### src/mhpd_pkg.sv
`timescale 1ns / 1ps

package mhpd_pkg;

  // frame layout: id, header, seven data bytes, checksum
  localparam int FRAME_LEN = 10;
  localparam int N_DATA = 7;

  // count value at which the arriving byte is the checksum
  localparam logic [3:0] CNT_CHECKSUM = 4'(FRAME_LEN - 1);
  localparam logic [3:0] CNT_HEADER = 4'd1;
  localparam logic [3:0] CNT_FIRST_DATA = 4'd2;

  // one result item as it leaves the deframer core
  typedef struct packed {
    logic                          packet_found;
    logic [6:0]                    packet_id;
    logic [N_DATA-1:0][7:0]        data;
  } mhpd_result_t;

endpackage

### src/mhpd_core.sv
`timescale 1ns / 1ps

module mhpd_core (
  input  logic                 clk,
  input  logic                 rst_n,
  input  logic                 accept,
  input  logic [7:0]           rx_byte,
  output mhpd_pkg::mhpd_result_t res
);

  logic       in_packet_r;
  logic [3:0] count_r;
  logic [7:0] sum_r;
  logic [6:0] id_r;
  logic [7:0] header_r;
  logic [6:0] data_r [mhpd_pkg::N_DATA];

  logic       is_payload;
  logic       last_byte;
  logic [3:0] data_idx;

  assign is_payload = rx_byte[7];
  assign last_byte  = in_packet_r && is_payload && (count_r == mhpd_pkg::CNT_CHECKSUM);
  assign data_idx   = count_r - mhpd_pkg::CNT_FIRST_DATA;

  // result of this byte: rebuild data bytes and check the running sum
  always_comb begin
    res = '0;
    if (last_byte && (sum_r[6:0] == rx_byte[6:0])) begin
      res.packet_found = 1'b1;
      res.packet_id    = id_r;
      for (int k = 0; k < mhpd_pkg::N_DATA; k++) begin
        res.data[k] = {header_r[k], data_r[k]};
      end
    end
  end

  // frame control state
  always_ff @(posedge clk) begin
    if (!rst_n) begin
      in_packet_r <= 1'b0;
      count_r     <= '0;
    end else if (accept) begin
      if (in_packet_r) begin
        if (!is_payload || last_byte) begin
          in_packet_r <= 1'b0;
        end else begin
          count_r <= count_r + 4'd1;
        end
      end else if (!is_payload) begin
        in_packet_r <= 1'b1;
        count_r     <= 4'd1;
      end
    end
  end

  // stored frame bytes and running sum
  always_ff @(posedge clk) begin
    if (accept) begin
      if (in_packet_r) begin
        if (is_payload && !last_byte) begin
          sum_r <= sum_r + rx_byte;
          if (count_r == mhpd_pkg::CNT_HEADER) begin
            header_r <= rx_byte;
          end else begin
            data_r[data_idx[2:0]] <= rx_byte[6:0];
          end
        end
      end else if (!is_payload) begin
        id_r  <= rx_byte[6:0];
        sum_r <= {1'b0, rx_byte[6:0]};
      end
    end
  end

endmodule

### src/msb_header_packet_deframer.sv
`timescale 1ns / 1ps

// Deframer for 10-byte packets: id (bit 7 clear), header carrying bit 7 of
// the seven data bytes, seven data bytes with bit 7 set, then a checksum.
// Input channel: one received byte per item on in_rx_byte, taken when
// in_valid is high and in_stall is low.
// Result channel: one result item per input item, registered, shown in the
// cycle after the byte is taken. out_packet_found is 1 only on the item of
// a checksum byte that closes a good packet; then out_packet_id and
// out_data_byte_0..6 carry the packet, otherwise all fields are zero.
// Throughput is one byte per cycle unless a result stalls: the running sum
// and the decode sit between the input port and the single output register.
// When the receiver holds out_stall with a result pending, in_stall rises
// in the same cycle, so no item is lost; the pending result holds.
// Synchronous reset clears the frame state (waiting for an id) and empties
// the output register.

module msb_header_packet_deframer (
  input  logic       clk,
  input  logic       rst_n,
  input  logic       in_valid,
  output logic       in_stall,
  input  logic [7:0] in_rx_byte,
  output logic       out_valid,
  input  logic       out_stall,
  output logic       out_packet_found,
  output logic [6:0] out_packet_id,
  output logic [7:0] out_data_byte_0,
  output logic [7:0] out_data_byte_1,
  output logic [7:0] out_data_byte_2,
  output logic [7:0] out_data_byte_3,
  output logic [7:0] out_data_byte_4,
  output logic [7:0] out_data_byte_5,
  output logic [7:0] out_data_byte_6
);

  logic                  accept;
  logic                  out_valid_r;
  mhpd_pkg::mhpd_result_t res_nxt;
  mhpd_pkg::mhpd_result_t res_r;

  assign in_stall = out_valid_r && out_stall;
  assign accept   = in_valid && !in_stall;

  mhpd_core u_core (
    .clk     (clk),
    .rst_n   (rst_n),
    .accept  (accept),
    .rx_byte (in_rx_byte),
    .res     (res_nxt)
  );

  // output register valid
  always_ff @(posedge clk) begin
    if (!rst_n) begin
      out_valid_r <= 1'b0;
    end else if (accept) begin
      out_valid_r <= 1'b1;
    end else if (!out_stall) begin
      out_valid_r <= 1'b0;
    end
  end

  // output register payload
  always_ff @(posedge clk) begin
    if (accept) begin
      res_r <= res_nxt;
    end
  end

  assign out_valid        = out_valid_r;
  assign out_packet_found = res_r.packet_found;
  assign out_packet_id    = res_r.packet_id;
  assign out_data_byte_0  = res_r.data[0];
  assign out_data_byte_1  = res_r.data[1];
  assign out_data_byte_2  = res_r.data[2];
  assign out_data_byte_3  = res_r.data[3];
  assign out_data_byte_4  = res_r.data[4];
  assign out_data_byte_5  = res_r.data[5];
  assign out_data_byte_6  = res_r.data[6];

endmodule

### config.mk
export PLATFORM = sky130hd
export DESIGN_NAME = msb_header_packet_deframer
export DESIGN_NICKNAME = d
export VERILOG_FILES = /design/src/mhpd_pkg.sv /design/src/mhpd_core.sv /design/src/msb_header_packet_deframer.sv
export SDC_FILE = /design/constraint.sdc
export NUM_CORES = 1
export LEC_CHECK = 0
export ABC_CLOCK_PERIOD_IN_PS = 13160
export BUFFER_PORTS_ARGS = -buffer_cell sky130_fd_sc_hd__buf_2
export CORE_AREA = 2 2 130 107
export DETAILED_ROUTE_END_ITERATION = 16
export DIE_AREA = 0 0 132 109
export GPL_TIMING_DRIVEN = 1
export MAX_ROUTING_LAYER = met4
export PLACE_DENSITY = 0.65
export SETUP_SLACK_MARGIN = 0.15
export SYNTH_ARGS = -nofsm -noshare
export SYNTH_HDL_FRONTEND = slang
export SYNTH_HIERARCHICAL = 1
export SYNTH_SLANG_ARGS = --single-unit
### constraint.sdc
create_clock -name clk -period 13.16 [get_ports clk]
set_input_delay 1.316 -clock clk [delete_from_list [all_inputs] [get_ports clk]]
set_output_delay 1.316 -clock clk [all_outputs]
set_load 0.03 [all_outputs]
---- Word level (Yosys, flattened, before mapping) ----
Memory sizes are Yosys's and may differ from the RTL's.
Index checks and enable logic that the tools add are counted.
storage, ports and cells
  memories ................................ 1
  bits in registers ....................... 92
  output and inout bits ................... 66
  memory bits (writable) .................. 49
memory list
  memory         words  bits a word  read ports  clocked after memory_dff  write ports  RTL line         source
  u_core.data_r  7      7            7           0                         1            mhpd_core.sv:16  logic [6:0] data_r [mhpd_pkg::N_DATA];
cells by class
  equal/unequal tests ..................... 7
  reductions and logical operators ........ 14
  add/subtract/negate cells ............... 3
  bitwise operators ....................... 2
  multiplexer cells ....................... 17
operators with widths
  operator                                                                  count
  64-bit 2-to-1 mux                                                         1
  8-bit 2-to-1 mux                                                          3
  4-bit 2-to-1 mux                                                          3
  1-bit 2-to-1 mux                                                          10
  3-bit AND reduction                                                       3
  8-bit adder                                                               1
  7-bit equality test                                                       1
  1-bit logical AND                                                         6
  4-bit by 1-bit adder with 4-bit output (second input constant)            1
  4-bit by 1-bit equality test with 1-bit output (second input constant)    1
  4-bit equality test (second input constant)                               1
  2-bit by 1-bit inequality test with 1-bit output (second input constant)  2
  2-bit inequality test (second input constant)                             2
  4-bit AND reduction                                                       1
  1-bit logical NOT                                                         3
  3-bit by 2-bit subtractor with 3-bit output (second input constant)       1
  1-bit inverter                                                            2
  1-bit logical OR                                                          1

---- Logic depth before layout (Yosys ltp) ----
  word-level depth ........................ 8
  gate-level depth with buffers ........... 7
  gate-level depth less buffers ........... 7

---- Modules after synthesis ----
The synthesis kept the hierarchy.
by module, submodules not included
  module                      area each (µm²)  instances  cells an instance
  mhpd_core                   3269.4           1          241
  msb_header_packet_deframer  1964.4           1          68

---- Worst setup path before layout ----
OpenSTA, ideal clock, no wires.
  path kind ............................... in2reg
  start point ............................. in out_stall
  end point ............................... mem u_core.data_r[6][0] (enable)
  arrival ................................. 5.956 ns
  required time ........................... 12.780 ns
  stages .................................. 5
  setup time .............................. 0.380 ns
  buffers on the path ..................... 0
  path slack .............................. 6.824 ns
  cells stage by stage .................... and2_4 > nor2b_1 > nand3_1 > or3_1 > nor3_1
between the ends
  longest elaborated chain between the ends .. 5
ends and longest elaborated chain
  item                                    RTL line                          source
  from (decl)                             msb_header_packet_deframer.sv:25  input logic out_stall,
  1-bit logical AND                       msb_header_packet_deframer.sv:42  assign in_stall = out_valid_r && out_stall;
  1-bit logical NOT                       msb_header_packet_deframer.sv:43  assign accept = in_valid && !in_stall;
  1-bit logical AND                       msb_header_packet_deframer.sv:43
  named net accept                        msb_header_packet_deframer.sv:37  logic accept;
  1-bit 2-to-1 mux                        mhpd_core.sv:59                   if (accept) begin
  1-bit 2-to-1 mux (implied by the code)  mhpd_core.sv:66                   data_r[data_idx[2:0]] <= rx_byte[6:0];
  to (decl)                               mhpd_core.sv:16
The timed path passes the listed nets, and every way through them passes these cells.

---- Worst setup path after layout ----
  start point ............................. in out_stall
  end point ............................... mem u_core.data_r[6][5] (enable)
Same word-level chain as after synthesis.

==> flow_metrics.tcl <==
set metrics [dict create \
    status "completed" \
    grt_pass1_wl_mm 14.4 \
    synth_area_leaders "edfxtp_1 77%, and2_1 7.7%, dfxtp_1 2.3%" \
    worst_pin_slew_ps 943 \
    ys_types 40 \
    rows 38 \
    grt-ovfl-total 0 \
    antenna_cells 0 \
    drc 0 \
    hold_class "reg2reg" \
    seq_area_frac_synth 0.792 \
    yosysTopAreaCell "edfxtp_1" \
    ys_warn_count 6 \
    layout_common_cells "134 x edfxtp_1, 77 x buf_2, 64 x and2_1" \
    cts-resized-gates 0 \
    routed_wl_mm 9.28 \
    rsz0062_at_grt "no" \
    clock_path_buffers 2 \
    nFillCells 1109 \
    dr.pass1.iters 4 \
    cts_root_buf "clkbuf_16" \
    max_freq_ghz 0.272 \
    holdPathEnd "out_packet_id[0]" \
    yosys.area_share.simple 0.128 \
    io_pins 78 \
    grt_pass1_vias 2605 \
    syn_area_sq_um 5230 \
    nets 420 \
    start_kind "input port" \
    cp.required_ps 13190 \
    grt_usage 0.141 \
    drv_slew 0 \
    power_mw 0.994 \
    min_path_cells 1 \
    vias_per_cell 4.65 \
    clk_pin_slew_ps 60 \
    path_max_fanout 70 \
    post-cts-setup-buffers 0 \
    start_util 0.397 \
    syn_to_final_growth_pct 21.7 \
    ant_nets 0 \
    fin_tns_setup_ps 0 \
    antenna_found_initial 0 \
    chipWidth_um 132 \
    post-route-min-period_ps 3680 \
    relSlewSlack 0.366 \
    postSynthAreaPerCell_sq_um 16.9 \
    synth_top_area_frac 0.769 \
    hold_start "u_core/id_r[0]" \
    finalClockSkew_ps 7.83 \
    vias 2752 \
    p_per_area_nw_per_um2 156 \
    synthMuxAreaShare 0.00645 \
    core_region_area_sq_um 13200 \
    r2r_cells 6 \
    synth_compound_area_frac 0.0306 \
    seq_area_sq_um 4140 \
    period_share 0.280 \
    post_drt_wl_per_cell_um 15.7 \
    multi_input_area_sq_um 1030 \
    synthXorXnorAreaFrac 0.00669 \
    rr_endpoint "u_core/data_r[6][5]" \
    setup_viol 0 \
    final_common_cell "edfxtp_1" \
    numClockSinks 140 \
    cap_violations 0 \
    final_util 0.484 \
    synthesis.nets 330 \
    htree_levels 4 \
    finalHoldViolCount 0 \
    synth_top_family_by_area "simple AND/OR/NAND/NOR gates" \
    cp_data_arrival_time_ps 3710 \
    grt_max_degree 71 \
    ir_worst_vdd_v 0.0000888 \
    place_congestion 0.794 \
    dr.first_iter.drc_count 243 \
    cts_tree "done" \
    cp-end-kind "flip-flop" \
    io_buffers 77 \
    synthAdderAreaFrac 0.0230 \
    dp_hpwl_mm 5.71 \
    postCtsHoldBufs 0 \
    drive_above_1_share 0.282 \
    numCtsBuffers 17 \
    die_h_um 109 \
    critPathKind "in2reg" \
    rrSetupSlack_ps 10190 \
    ys_ff_latch 140 \
    die_area_sq_um 14400 \
    p_leak_nw 2.41 \
    insertion_delay_ps 410 \
    synthCells 309 \
    r2r-start "out_valid" \
]
## Yosys cell counts (all sizes together)
cell,instances
or3b,1
o221ai,1
nand3b,2
clkbuf,6
o211a,1
ha,8
inv,8
and2,65
and4b,1
nand2b,3
and3b,1
buf,2
nand4,1
a21boi,1
nor2b,6
a21o,2
edfxtp,134
nor2,13
a22oi,1
nor4,1
mux2,3
a21oi,8
a32oi,1
o21a,3
fa,1
o2bb2ai,1
o21ai,3
nor3,2
o21bai,1
dfxtp,6
xor2,3
nand2,8
nand3,6
xnor2,1
or3,3
a22o,1
## critical path, stage by stage
cell     delay, ps
buf_2          100
and2_4         160
nor2b_4        100
buf_4          650
nand3_1        220
or3_1          410
nor3_1         740
## through the flow
step                      instances  worst slack [ps]  hold slack, ps  cell area, sq um
after floorplan                 309              6820             475              5230
after global placement          560              9180             497              5830
after detailed placement        560              9040             500              5830
after CTS                       592              9470             509              6370
after global routing            592              9220             530              6370
final                           592              9480             508              6370
## state kept, by name (all words and copies together), names as in the netlist
name	flops
out_data_byte_1	8
u_core/data_r	49
u_core/sum_r	7
u_core/header_r	7
u_core/count_r	4
out_data_byte_6	8
out_data_byte_0	8
u_core/id_r	7
out_packet_found	1
out_data_byte_2	8
out_data_byte_4	8
out_data_byte_3	8
out_packet_id	7
out_valid	1
out_data_byte_5	8
u_core/in_packet_r	1
## worst max-delay path by stage
stage                    from  depth (start not counted)  slack [ps]                  end
floorplan           out_stall                          5        6820  u_core/data_r[6][0]
global placement    out_stall                          7        9180  u_core/data_r[6][1]
detailed placement  out_stall                          7        9040  u_core/data_r[6][2]
CTS                 out_stall                          7        9470  u_core/data_r[6][4]
global route        out_stall                          7        9220  u_core/data_r[6][5]
finish              out_stall                          7        9480  u_core/data_r[6][5]
## cell families (layout without fill, tap and decap cells)
| logic type | Yosys count | count (layout) |
|---|---|---|
| simple gates | 113 | 113 |
| fa+ha+maj | 9 | 9 |
| buf+inv | 16 | 119 |
| flops | 140 | 140 |
| compound gates | 24 | 24 |
| mux | 3 | 3 |
| xor+xnor | 4 | 4 |
## where the power goes
part / leakage [nW] / internal (mW) / switching [mW]
Combinational: 0.824 / 0.0158 / 0.0428
Sequential: 1.33 / 0.501 / 0.00438
Clock: 0.255 / 0.244 / 0.186
## per-layer routing
metal	track usage	vias to the layer above	part of all wire
li1	-	1312	-
met1	0.188	1345	0.48
met2	0.199	80	0.45
met3	0.0423	15	0.050
met4	0.0644	0	0.016
met5	-	-	0
## layout make-up
class	instances	share of cell area
well taps	180	0.0354
clock buffers	18	0.0674
repair buffers	79	0.0629
clock inverters	14	0.0179
multi-input cells	153	0.161
inverters	8	0.00472
flip-flops and latches	140	0.651
(Power assumes the default switching activity.)
